## src/rtl/core/gfau_pkg.sv

```systemverilog
// ---------------------------------------------------------------------------
// gfau_pkg
// Types and codes for the GF(256) arithmetic unit.
// ---------------------------------------------------------------------------
package gfau_pkg;

  localparam int unsigned ByteW   = 8;
  localparam int unsigned OpW     = 3;
  localparam int unsigned CfgIdxW = 1;

  // Opcodes
  localparam logic [OpW-1:0] OP_MUL    = 3'd0;
  localparam logic [OpW-1:0] OP_INV    = 3'd1;
  localparam logic [OpW-1:0] OP_LOG    = 3'd2;
  localparam logic [OpW-1:0] OP_EXP    = 3'd3;
  localparam logic [OpW-1:0] OP_POW111 = 3'd4;

  // Register indexes
  localparam logic [CfgIdxW-1:0] REG_FIELD_POLY_LOW = 1'd0;
  localparam logic [CfgIdxW-1:0] REG_ALPHA_BASE     = 1'd1;

  // Reset values and constants
  localparam logic [ByteW-1:0] POLY_RESET  = 8'd29;
  localparam logic [ByteW-1:0] ALPHA_RESET = 8'd2;
  localparam logic [ByteW-1:0] EXP_INV     = 8'd254;
  localparam logic [ByteW-1:0] EXP_POW111  = 8'd111;
  localparam logic [ByteW-1:0] LOG_NONE    = 8'd255;
  localparam logic [ByteW-1:0] LAST_POWER  = 8'd255;
  localparam logic [ByteW-1:0] ONE         = 8'd1;

  typedef struct packed {
    logic [ByteW-1:0] poly;
    logic [ByteW-1:0] alpha;
  } cfg_t;

  typedef enum logic [2:0] {
    S_IDLE,
    S_MULT,
    S_SQR,
    S_MULX,
    S_LOG,
    S_EXP,
    S_DONE
  } state_t;

endpackage

```

## src/rtl/core/gfau_cmd_if.sv

```systemverilog
// ---------------------------------------------------------------------------
// gfau_cmd_if
// Command channel: opcode and operands, valid/ready handshake.
// ---------------------------------------------------------------------------
interface gfau_cmd_if;
  import gfau_pkg::*;

  logic             valid;
  logic             ready;
  logic [OpW-1:0]   opcode;
  logic [ByteW-1:0] operand_a;
  logic [ByteW-1:0] operand_b;

  modport source (output valid, output opcode, output operand_a, output operand_b,
                  input ready);
  modport sink (input valid, input opcode, input operand_a, input operand_b,
                output ready);
endinterface

```

## src/rtl/core/gfau_rsp_if.sv

```systemverilog
// ---------------------------------------------------------------------------
// gfau_rsp_if
// Response channel: one result byte, valid/ready handshake.
// ---------------------------------------------------------------------------
interface gfau_rsp_if;
  import gfau_pkg::*;

  logic             valid;
  logic             ready;
  logic [ByteW-1:0] result_byte;

  modport source (output valid, output result_byte, input ready);
  modport sink (input valid, input result_byte, output ready);
endinterface

```

## src/rtl/core/gf256_arithmetic_unit.sv

```systemverilog
// Multiply uses S_MULT, inverse and power 111 S_SQR and S_MULX, exp S_EXP for
// operand_a steps, log S_LOG; unused opcodes go straight to S_DONE.
// One item at a time: the single GF multiplier in gfau_core is reused each
// cycle, so log or exp of 255 (256 powers each) sets the worst case.
// Reset (synchronous, rst high) returns to idle with no result pending and
// loads field_poly_low = 29, alpha_base = 2.
// ---------------------------------------------------------------------------
// gf256_arithmetic_unit
// GF(256) multiply, inverse, log, exp and x^111 with configurable field.
// ---------------------------------------------------------------------------
module gf256_arithmetic_unit (
  input  logic                          clk,
  input  logic                          rst,
  input  logic                          cfg_we,
  input  logic [gfau_pkg::CfgIdxW-1:0]  cfg_index,
  input  logic [gfau_pkg::ByteW-1:0]    cfg_data,
  gfau_cmd_if.sink                      cmd,
  gfau_rsp_if.source                    rsp
);
  import gfau_pkg::*;

  cfg_t cfg;

  // Configuration registers
  always_ff @(posedge clk) begin
    if (rst) begin
      cfg.poly  <= POLY_RESET;
      cfg.alpha <= ALPHA_RESET;
    end else if (cfg_we) begin
      unique case (cfg_index)
        REG_FIELD_POLY_LOW: cfg.poly  <= cfg_data;
        REG_ALPHA_BASE:     cfg.alpha <= cfg_data;
        default: ;
      endcase
    end
  end

  gfau_core u_core (
    .clk (clk),
    .rst (rst),
    .cfg (cfg),
    .cmd (cmd),
    .rsp (rsp)
  );

endmodule

```

## src/rtl/core/gfau_mul.sv

```systemverilog
// ---------------------------------------------------------------------------
// gfau_mul
// Shared GF(256) multiplier: shift-and-add, reduced on each carry out.
// ---------------------------------------------------------------------------
module gfau_mul (
  input  logic [gfau_pkg::ByteW-1:0] poly,
  input  logic [gfau_pkg::ByteW-1:0] a,
  input  logic [gfau_pkg::ByteW-1:0] b,
  output logic [gfau_pkg::ByteW-1:0] p
);
  import gfau_pkg::*;

  // Scan b from its top bit down
  always_comb begin
    logic [ByteW-1:0] acc;
    acc = '0;
    for (int k = ByteW - 1; k >= 0; k--) begin
      acc = acc[ByteW-1] ? ({acc[ByteW-2:0], 1'b0} ^ poly) : {acc[ByteW-2:0], 1'b0};
      if (b[k]) begin
        acc = acc ^ a;
      end
    end
    p = acc;
  end

endmodule

```

## src/rtl/core/gfau_core.sv

```systemverilog
// ---------------------------------------------------------------------------
// gfau_core
// Sequencer around the shared multiplier; runs one command at a time.
// ---------------------------------------------------------------------------
module gfau_core (
  input  logic           clk,
  input  logic           rst,
  input  gfau_pkg::cfg_t cfg,
  gfau_cmd_if.sink       cmd,
  gfau_rsp_if.source     rsp
);
  import gfau_pkg::*;

  state_t state, state_next;

  logic [ByteW-1:0] xa, xa_next;
  logic [ByteW-1:0] xb, xb_next;
  logic [ByteW-1:0] ex, ex_next;
  logic [2:0]       kbit, kbit_next;
  logic [ByteW-1:0] cnt, cnt_next;
  logic [ByteW-1:0] acc, acc_next;
  logic [ByteW-1:0] best, best_next;

  logic [ByteW-1:0] mul_a, mul_b, mul_p;
  logic             accept;
  logic             hit;

  assign accept = cmd.valid && cmd.ready;
  assign hit    = (acc == xa);

  assign cmd.ready       = (state == S_IDLE);
  assign rsp.valid       = (state == S_DONE);
  assign rsp.result_byte = acc;

  // Operand select for the shared multiplier
  always_comb begin
    unique case (state)
      S_MULT:  begin mul_a = xa;  mul_b = xb;        end
      S_MULX:  begin mul_a = acc; mul_b = xa;        end
      S_LOG,
      S_EXP:   begin mul_a = acc; mul_b = cfg.alpha; end
      default: begin mul_a = acc; mul_b = acc;       end
    endcase
  end

  gfau_mul u_mul (
    .poly (cfg.poly),
    .a    (mul_a),
    .b    (mul_b),
    .p    (mul_p)
  );

  // Next state
  always_comb begin
    state_next = state;
    unique case (state)
      S_IDLE: begin
        if (accept) begin
          unique case (cmd.opcode)
            OP_MUL:            state_next = S_MULT;
            OP_INV, OP_POW111: state_next = S_SQR;
            OP_LOG:            state_next = S_LOG;
            OP_EXP:            state_next = S_EXP;
            default:           state_next = S_DONE;
          endcase
        end
      end
      S_MULT: state_next = S_DONE;
      S_SQR: begin
        if (ex[kbit])          state_next = S_MULX;
        else if (kbit == 3'd0) state_next = S_DONE;
      end
      S_MULX: state_next = (kbit == 3'd0) ? S_DONE : S_SQR;
      S_LOG:  if (cnt == LAST_POWER) state_next = S_DONE;
      S_EXP:  if (cnt == xa) state_next = S_DONE;
      S_DONE: if (rsp.ready) state_next = S_IDLE;
      default: state_next = S_IDLE;
    endcase
  end

  // Datapath updates
  always_comb begin
    xa_next   = xa;
    xb_next   = xb;
    ex_next   = ex;
    kbit_next = kbit;
    cnt_next  = cnt;
    acc_next  = acc;
    best_next = best;
    unique case (state)
      S_IDLE: begin
        xa_next   = cmd.operand_a;
        xb_next   = cmd.operand_b;
        kbit_next = 3'd7;
        cnt_next  = '0;
        best_next = LOG_NONE;
        acc_next  = ONE;
        ex_next   = (cmd.opcode == OP_INV) ? EXP_INV : EXP_POW111;
        if (cmd.opcode != OP_MUL && cmd.opcode != OP_INV && cmd.opcode != OP_LOG &&
            cmd.opcode != OP_EXP && cmd.opcode != OP_POW111) begin
          acc_next = '0;
        end
      end
      S_MULT: acc_next = mul_p;
      S_SQR: begin
        acc_next = mul_p;
        if (!ex[kbit] && kbit != 3'd0) kbit_next = kbit - 3'd1;
      end
      S_MULX: begin
        acc_next = mul_p;
        if (kbit != 3'd0) kbit_next = kbit - 3'd1;
      end
      S_LOG: begin
        if (hit) best_next = cnt;
        if (cnt == LAST_POWER) begin
          // last power checked: hand back the best match
          acc_next = hit ? cnt : best;
        end else begin
          acc_next = mul_p;
          cnt_next = cnt + 8'd1;
        end
      end
      S_EXP: begin
        if (cnt != xa) begin
          acc_next = mul_p;
          cnt_next = cnt + 8'd1;
        end
      end
      default: ;
    endcase
  end

  // Control registers
  always_ff @(posedge clk) begin
    if (rst) begin
      state <= S_IDLE;
    end else begin
      state <= state_next;
    end
  end

  // Payload registers
  always_ff @(posedge clk) begin
    xa   <= xa_next;
    xb   <= xb_next;
    ex   <= ex_next;
    kbit <= kbit_next;
    cnt  <= cnt_next;
    acc  <= acc_next;
    best <= best_next;
  end

endmodule

```

## src/flat_wrapper.sv

```systemverilog
// flat-port wrapper written by rule: the top's interface ports become plain ports
module gf256_arithmetic_unit_flat import gfau_pkg::*;
  (clk, rst, cfg_we, cfg_index, cfg_data, cmd_valid, cmd_opcode, cmd_operand_a, cmd_operand_b, cmd_ready, rsp_valid, rsp_result_byte, rsp_ready);
  gfau_cmd_if cmd_i ();
  gfau_rsp_if rsp_i ();
  input  logic clk;
  input  logic rst;
  input  logic cfg_we;
  input  logic [gfau_pkg::CfgIdxW-1:0] cfg_index;
  input  logic [gfau_pkg::ByteW-1:0] cfg_data;
  input wire logic [$bits(cmd_i.valid)-1:0] cmd_valid;
  input wire logic [$bits(cmd_i.opcode)-1:0] cmd_opcode;
  input wire logic [$bits(cmd_i.operand_a)-1:0] cmd_operand_a;
  input wire logic [$bits(cmd_i.operand_b)-1:0] cmd_operand_b;
  output wire logic [$bits(cmd_i.ready)-1:0] cmd_ready;
  output wire logic [$bits(rsp_i.valid)-1:0] rsp_valid;
  output wire logic [$bits(rsp_i.result_byte)-1:0] rsp_result_byte;
  input wire logic [$bits(rsp_i.ready)-1:0] rsp_ready;
  assign cmd_i.valid = cmd_valid;
  assign cmd_i.opcode = cmd_opcode;
  assign cmd_i.operand_a = cmd_operand_a;
  assign cmd_i.operand_b = cmd_operand_b;
  assign cmd_ready = cmd_i.ready;
  assign rsp_valid = rsp_i.valid;
  assign rsp_result_byte = rsp_i.result_byte;
  assign rsp_i.ready = rsp_ready;
  gf256_arithmetic_unit u_core (.clk(clk), .rst(rst), .cfg_we(cfg_we), .cfg_index(cfg_index), .cfg_data(cfg_data), .cmd(cmd_i), .rsp(rsp_i));
endmodule
```

## config.mk

```make
export PLATFORM = sky130hd
export DESIGN_NAME = gf256_arithmetic_unit_flat
export DESIGN_NICKNAME = d
export VERILOG_FILES = /design/src/rtl/core/gfau_pkg.sv /design/src/rtl/core/gfau_cmd_if.sv /design/src/rtl/core/gfau_rsp_if.sv /design/src/rtl/core/gf256_arithmetic_unit.sv /design/src/rtl/core/gfau_mul.sv /design/src/rtl/core/gfau_core.sv /design/src/flat_wrapper.sv
export SDC_FILE = /design/constraint.sdc
export NUM_CORES = 1
export LEC_CHECK = 0
export BUFFER_PORTS_ARGS = -buffer_cell sky130_fd_sc_hd__buf_2
export CAP_MARGIN = 20
export CORE_MARGIN = 5
export CORE_UTILIZATION = 40
export DETAILED_ROUTE_END_ITERATION = 7
export GPL_TIMING_DRIVEN = 0
export SLEW_MARGIN = 40
export SYNTH_ARGS = -nofsm -noshare
export SYNTH_HDL_FRONTEND = slang
export SYNTH_SLANG_ARGS = --single-unit
```

## constraint.sdc

```tcl
create_clock -name clk -period 7.3 [get_ports clk]
set_input_delay 0.365 -clock clk [delete_from_list [all_inputs] [get_ports clk]]
set_output_delay 0.365 -clock clk [all_outputs]
set_load 0.005 [all_outputs]
```

Yosys cells after proc, flatten, opt, wreduce, memory -nomap -nowiden
Index checks and enable logic that the tools add are counted.

word-level totals
  flip-flop bits (word level) = 70
  input bits = 33
  word-level logic and storage cells = 121

operators by class
  $add $sub $neg = 2
  order comparisons = 1
  equality and inequality tests = 27
  muxes and demuxes = 41
  bitwise logic cells = 15
  reductions and logical operators = 25

operator list
  operator             number
  $mux 8               22
  $xor 8x8->8          14
  $pmux 8 s3           2
  $pmux 8 s4           1
  $mux 3               9
  $pmux 3 s7           1
  $eq 8x8->1           2
  $pmux 8 s2           1
  $eq 3x2->1 const B   4
  $eq 3x3->1 const B   4
  $ne 2x2->1 const B   6
  $pmux 3 s4           1
  $reduce_bool 3->1    4
  $logic_not 3->1      3
  $pmux 3 s3           1
  $add 8x1->8 const B  1
  $eq 8x8->1 const B   1
  $ne 8x8->1           1
  $eq 3x1->1 const B   2
  $logic_and 1x1->1    6
  $ne 3x2->1 const B   2
  $ne 3x3->1 const B   2
  $reduce_and 2->1     3
  $reduce_and 3->1     2
  other kinds (13)     16

Logic depth before layout (Yosys ltp)
  depth in word-level cells = 34
  gate-level depth with buffers = 17
  gate-level depth less buffers = 13

Hierarchy
A second synthesis with hierarchy kept.

unflattened totals
  cells, all modules = 656
  area, all modules = 5,845.6 um^2

by module, submodules not included
  module                 instances  cells each  area an instance (um^2)
  gfau_core              1          257         2,803.9
  gfau_mul               1          330         2,357.3
  gf256_arithmetic_unit  1          69          684.4

Worst setup path after synthesis
Ideal clock, no wire load.

  path kind = flip-flop to flip-flop
  from = register u_core.u_core.state[1]
  to = register u_core.u_core.acc[5] (netlist: u_core.u_core.rsp.result_byte[5]) (data pin)
  setup time = 0.161 ns
  data arrival time = 4.092 ns
  required time = 7.139 ns
  path slack = 3.047 ns
  stages on the path, launching flop included = 16
  period minus slack after synthesis = 4.253 ns
  cell sequence = dfxtp_1 -> buf_6 -> nor3b_4 -> mux2_2 -> and3_1 -> nor3_1 -> xor3_2 -> xnor2_1 -> xor2_1 -> and2_1 -> nor4b_1 -> or4_1 -> buf_2 -> a21boi_1 -> xnor3_1 -> o22ai_1

on the way
  word-level cells in the longest chain between the ends = 33
  elaborated cells on any way between the ends = 42

ends and longest elaborated chain
  element                                       line                                RTL
  start: declaration                            gfau_core.sv:14                     state_t state, state_next;
  start signal: assignment                      gfau_core.sv:138                    state <= state_next;
  $eq 3x3->1                                    gfau_core.sv:37, gfau_core.sv:90
  $reduce_or 2->1                               gfau_core.sv:37                     unique case (state)
  $pmux 8 s3                                    gfau_core.sv:37
  $mux 8                                        gfau_mul.sv:19                      if (b[k]) begin
  $xor 8x8->8                                   gfau_mul.sv:18                      acc = acc[ByteW-1] ? ({acc[ByteW-2:0], 1'b0} ^ poly) : {acc[ByteW-2:0], 1'b0};
  $mux 8                                        gfau_mul.sv:18
  $xor 8x8->8                                   gfau_mul.sv:20                      acc = acc ^ a;
  $mux 8                                        gfau_mul.sv:19
  [18 not listed]                               -
  $mux 8 / $xor 8x8->8 (equally long branches)  gfau_mul.sv:19, gfau_mul.sv:20
  $xor 8x8->8 / $mux 8 (equally long branches)  gfau_mul.sv:18, gfau_mul.sv:19
  $mux 8                                        gfau_mul.sv:18
  $xor 8x8->8                                   gfau_mul.sv:20
  $mux 8                                        gfau_mul.sv:19
  $mux 8 (on tied branches)                     gfau_core.sv:124, gfau_core.sv:115
  $pmux 8 s4 *                                  gfau_core.sv:90                     unique case (state)
  named net u_core.u_core.acc_next[5]           gfau_core.sv:21                     logic [ByteW-1:0] acc, acc_next;
  end signal: assignment                        gfau_core.sv:149                    acc <= acc_next;
  end: declaration                              gfau_core.sv:21

Mark *: on every way through the listed nets, which the timed path passes. The rest lies on a longest branch. The select of a mux whose other input is x is not followed.
A chain may end at the register's enable or synchronous reset.

Final worst setup path
  from = register u_core.u_core.acc[6] (netlist: u_core.u_core.rsp.result_byte[6])
  to = register u_core.u_core.acc[3] (netlist: u_core.u_core.rsp.result_byte[3]) (data pin)

on the way
  word-level cells in the longest chain between the ends = 30
  elaborated cells on any way between the ends = 36

ends and longest elaborated chain
  element                                       line
  $mux 8                                        gfau_core.sv:37
  $mux 8                                        gfau_mul.sv:19
  $xor 8x8->8                                   gfau_mul.sv:18
  $mux 8                                        gfau_mul.sv:18
  $xor 8x8->8                                   gfau_mul.sv:20
  $mux 8                                        gfau_mul.sv:19
  $mux 8                                        gfau_mul.sv:18
  $xor 8x8->8                                   gfau_mul.sv:20
  [15 not listed]                               -
  $mux 8 / $xor 8x8->8 (equally long branches)  gfau_mul.sv:19, gfau_mul.sv:20
  $xor 8x8->8 / $mux 8 (equally long branches)  gfau_mul.sv:18, gfau_mul.sv:19
  $mux 8                                        gfau_mul.sv:18
  $xor 8x8->8                                   gfau_mul.sv:20
  $mux 8                                        gfau_mul.sv:19
  $mux 8 (on tied branches)                     gfau_core.sv:124, gfau_core.sv:115
  $pmux 8 s4 *                                  gfau_core.sv:90
  named net u_core.u_core.acc_next[3]           gfau_core.sv:21

Marks and branches as above.

==> out/metrics.csv <==
metric,value,unit
CP cell instances,"clkbuf_1, nor2_1, a211oi_1, o21ai_0, a211oi_1, o31ai_4, xnor3_1, xor2_1, and2_1, or4b_1, and4_1, o311ai_1, nand3_1, a21o_1",
max-slew violation count,0,
Critical Path Fanout Max,8,
routed vias,4728,
Power per Cell Area,551,nW/um2
worst stage delay on the critical path,620,ps
CTS Buf Count,9,
io pins,43,
initial cell density of the core,41.1,%
number of max-cap violations,0,
die area,16200,um2
Antenna Cells,0,
HP Class,input port to register,
Synth area leader,edfxtp_1,
Slew @ Worst Pin,794,ps
combinational power share,68.3,%
Min Hold Slack,209,ps
Switching Share,43.6,%
Yosys top cell area share,24.6,%
CP Capture Type,register,
final hold viol count,0,
setup TNS,0,ps
fraction of final layout cells sized beyond drive strength 1,14.7,%
total wire length after detailed routing,14.7,mm
DP Area,5930,um2
average wire per standard cell,17.1,um
number of post-CTS setup repair buffers,0,
run status,"complete, no violations",
CTS hold repair buffers,0,
RSZ-0062 raised after global routing,no,
synth warn,0,
worst endpoint required time,7380,ps
CP Class,register to register,
vias in the first global route,4655,
Routability Congestion,0.874,
H-tree Lvls,3,
Seq pwr share,18.4,%
Mapped Cells,623,
PortBufs,39,
area taken by multi-input logic gates,3530,um2
highest clock rate,0.201,GHz
CTS tree,yes,
Synth Flop Type,edfxtp_1,
GR Util All Layers,18.5,%
Post-Syn Area,5490,um2
CP most frequent cell,a211oi_1,
Iteration-0 DRC Markers,315,
Synth cell types,69,
final clock skew,5.80,ps
"Net Count, Synth",659,
"Avg Cell Area, Syn",8.81,um2
area growth from synthesis to layout,13.8,%
sequential element share of the synthesized area,31.5,%
Post-synth EDFFs,45,
internal power,1.94,mW
Register Area,1730,um2
PostCTS Resize Cnt,0,
# rows,42,
DRC,0,
Nets,711,
clk_lat worst skew,330,ps
"commonest non-fill, non-tap cell in the layout",nand2_1,
Clock transition at path regs,60,ps
top post-synthesis cells by area,"edfxtp_1, xnor2_1, nand2_1",
Clock power frac,13.3,%
crit start category,register,
dpl hpwl,11.4,mm
critical path arrival,5060,ps
#FFs+latches synth,64,
"Async S/R FF share, synth",0,%
CORE AREA,13300,um2
Pleak,2.42,nW
GRT overflow,0,
largest net degree at the start of global routing,13,
VDD IR-drop max,0.233,mV
most frequent cells in the layout,"nand2_1, xnor2_1, buf_2",
post-route cell area,6250,um2
Layout fillers,1334,
Worst slew margin,46.7,%
initial antenna violation count,0,
First-pass DRT Iterations,5,
Final setup violation count,0,
Die Wd,127,um
first-pass GRT wire length,24.0,mm
drt via density,5.52,
final worst path period share,68.1,%
clk sinks,64,
Routed Antenna Nets,0,
Longest Clk Path Bufs,2,
Die Y-Extent,127,um
NetSw,1.50,mW
min Tclk post-route,4970,ps
Root Driver,clkbuf_16,
crit path max-delay cell type,a211oi_1,
==> cell families (layout without fill, tap and decap cells) <==
logic type / Yosys count / count (layout) / share of synthesized area (%)
buffers and inverters: 52 / 109 / 4.28
flip-flops: 64 / 64 / 31.5
AND/OR/NAND/NOR: 235 / 235 / 19.9
adder cells (fa/ha/maj): 3 / 3 / 0.684
multiplexers: 43 / 43 / 8.20
XOR/XNOR: 106 / 106 / 21.1
AO/OA/AOI/OAI: 120 / 120 / 14.2
==> registers in the layout, indices dropped and copies added, names as in the netlist <==
signal and count:
u_core.cfg 16, u_core.u_core.best 8, u_core.u_core.cnt 8, u_core.u_core.ex 2, u_core.u_core.kbit 3, u_core.u_core.rsp.result_byte 8, u_core.u_core.state 3, u_core.u_core.xa 8
u_core.u_core.xb 8
==> synth_stat cells, types with 4 or more instances <==
master    count
xnor3_1      10
a211oi_1      7
a31oi_1       4
and2_1        4
edfxtp_1     45
o211ai_1      4
o21ai_0      22
xnor2_1      64
nand2_1     112
a21oi_1      33
mux2i_1      33
or3_1         6
nor3_1        9
nand3_1      18
dfxtp_1      19
buf_1         5
a21boi_1      4
nand4_1       5
nor2b_1       8
xor2_1       24
mux2_2        8
a211o_1      10
buf_2         8
and3_1        7
nor2_1       43
clkbuf_1     21
o22ai_1       8
inv_1        12
==> power groups by stage <==
| stage | Clock [mW] | Combinational (mW) | Sequential [mW] |
|---|---|---|---|
| 6_report | 0.456 | 2.35 | 0.634 |
| 5_1_grt | 0.484 | 2.56 | 0.643 |
| 4_1_cts | 0.465 | 2.34 | 0.633 |
| 3_5_place_dp | 0 | 2.32 | 0.639 |
| 3_3_place_gp | 0 | 2.28 | 0.642 |
| 2_1_floorplan | 0 | 1.86 | 0.604 |
==> stage by stage <==
step,power (mW),util (%),cells,setup WS (ps)
2_1_floorplan,2.46,-,623,3050
3_3_place_gp,2.92,44.3,838,2450
3_5_place_dp,2.96,44.4,840,2440
4_1_cts,3.44,46.8,856,2420
5_1_grt,3.69,46.8,856,2080
6_report,3.44,46.8,856,2330
==> metal layers <==
| metal | wire (um) | vias up | share of wire [%] | GRT usage, % |
|---|---|---|---|---|
| met5 | 0 | - | 0 | 0 |
| met4 | 439 | 0 | 3.0 | 8.01 |
| met3 | 828 | 32 | 5.6 | 2.92 |
| met2 | 6750 | 138 | 46 | 29.7 |
| met1 | 6670 | 2260 | 45 | 24.8 |
| li1 | - | 2298 | - | - |
==> layout make-up <==
cell class | instances | share of cell area [%]
plain buffers | 39 | 2.98
clock buffers | 9 | 3.61
clock inverters | 7 | 1.52
flip-flops and latches | 64 | 27.7
well taps | 176 | 3.52
repair buffers | 41 | 3.28
inverters | 13 | 0.781
multi-input cells | 507 | 56.6
==> critical path, delay by kind of cell, from the launching register on <==
kind,cells,cell delay [ps]
AO/OA/AOI/OAI,6,2280
flip-flops,1,360
XOR/XNOR,2,600
AND/OR/NAND/NOR,5,1100
buffers and inverters,1,380
==> worst paths after layout <==
check / start / slack (ps) / depth (start not counted) / endpoint
setup / recovery: u_core.u_core.rsp.result_byte[6]$_DFFE_PP_ / 2330 / 14 / u_core.u_core.rsp.result_byte[3]$_DFFE_PP_
hold / removal: cmd_operand_b[6] / 210 / 1 / u_core.u_core.xb[6]$_DFFE_PP_
hold reg to reg: u_core.cfg[3]$_SDFFE_PP0P_ / 470 / 2 / u_core.cfg[3]$_SDFFE_PP0P_
setup reg to reg: u_core.u_core.rsp.result_byte[6]$_DFFE_PP_ / 2330 / 14 / u_core.u_core.rsp.result_byte[3]$_DFFE_PP_
(Power assumes the default switching activity.)
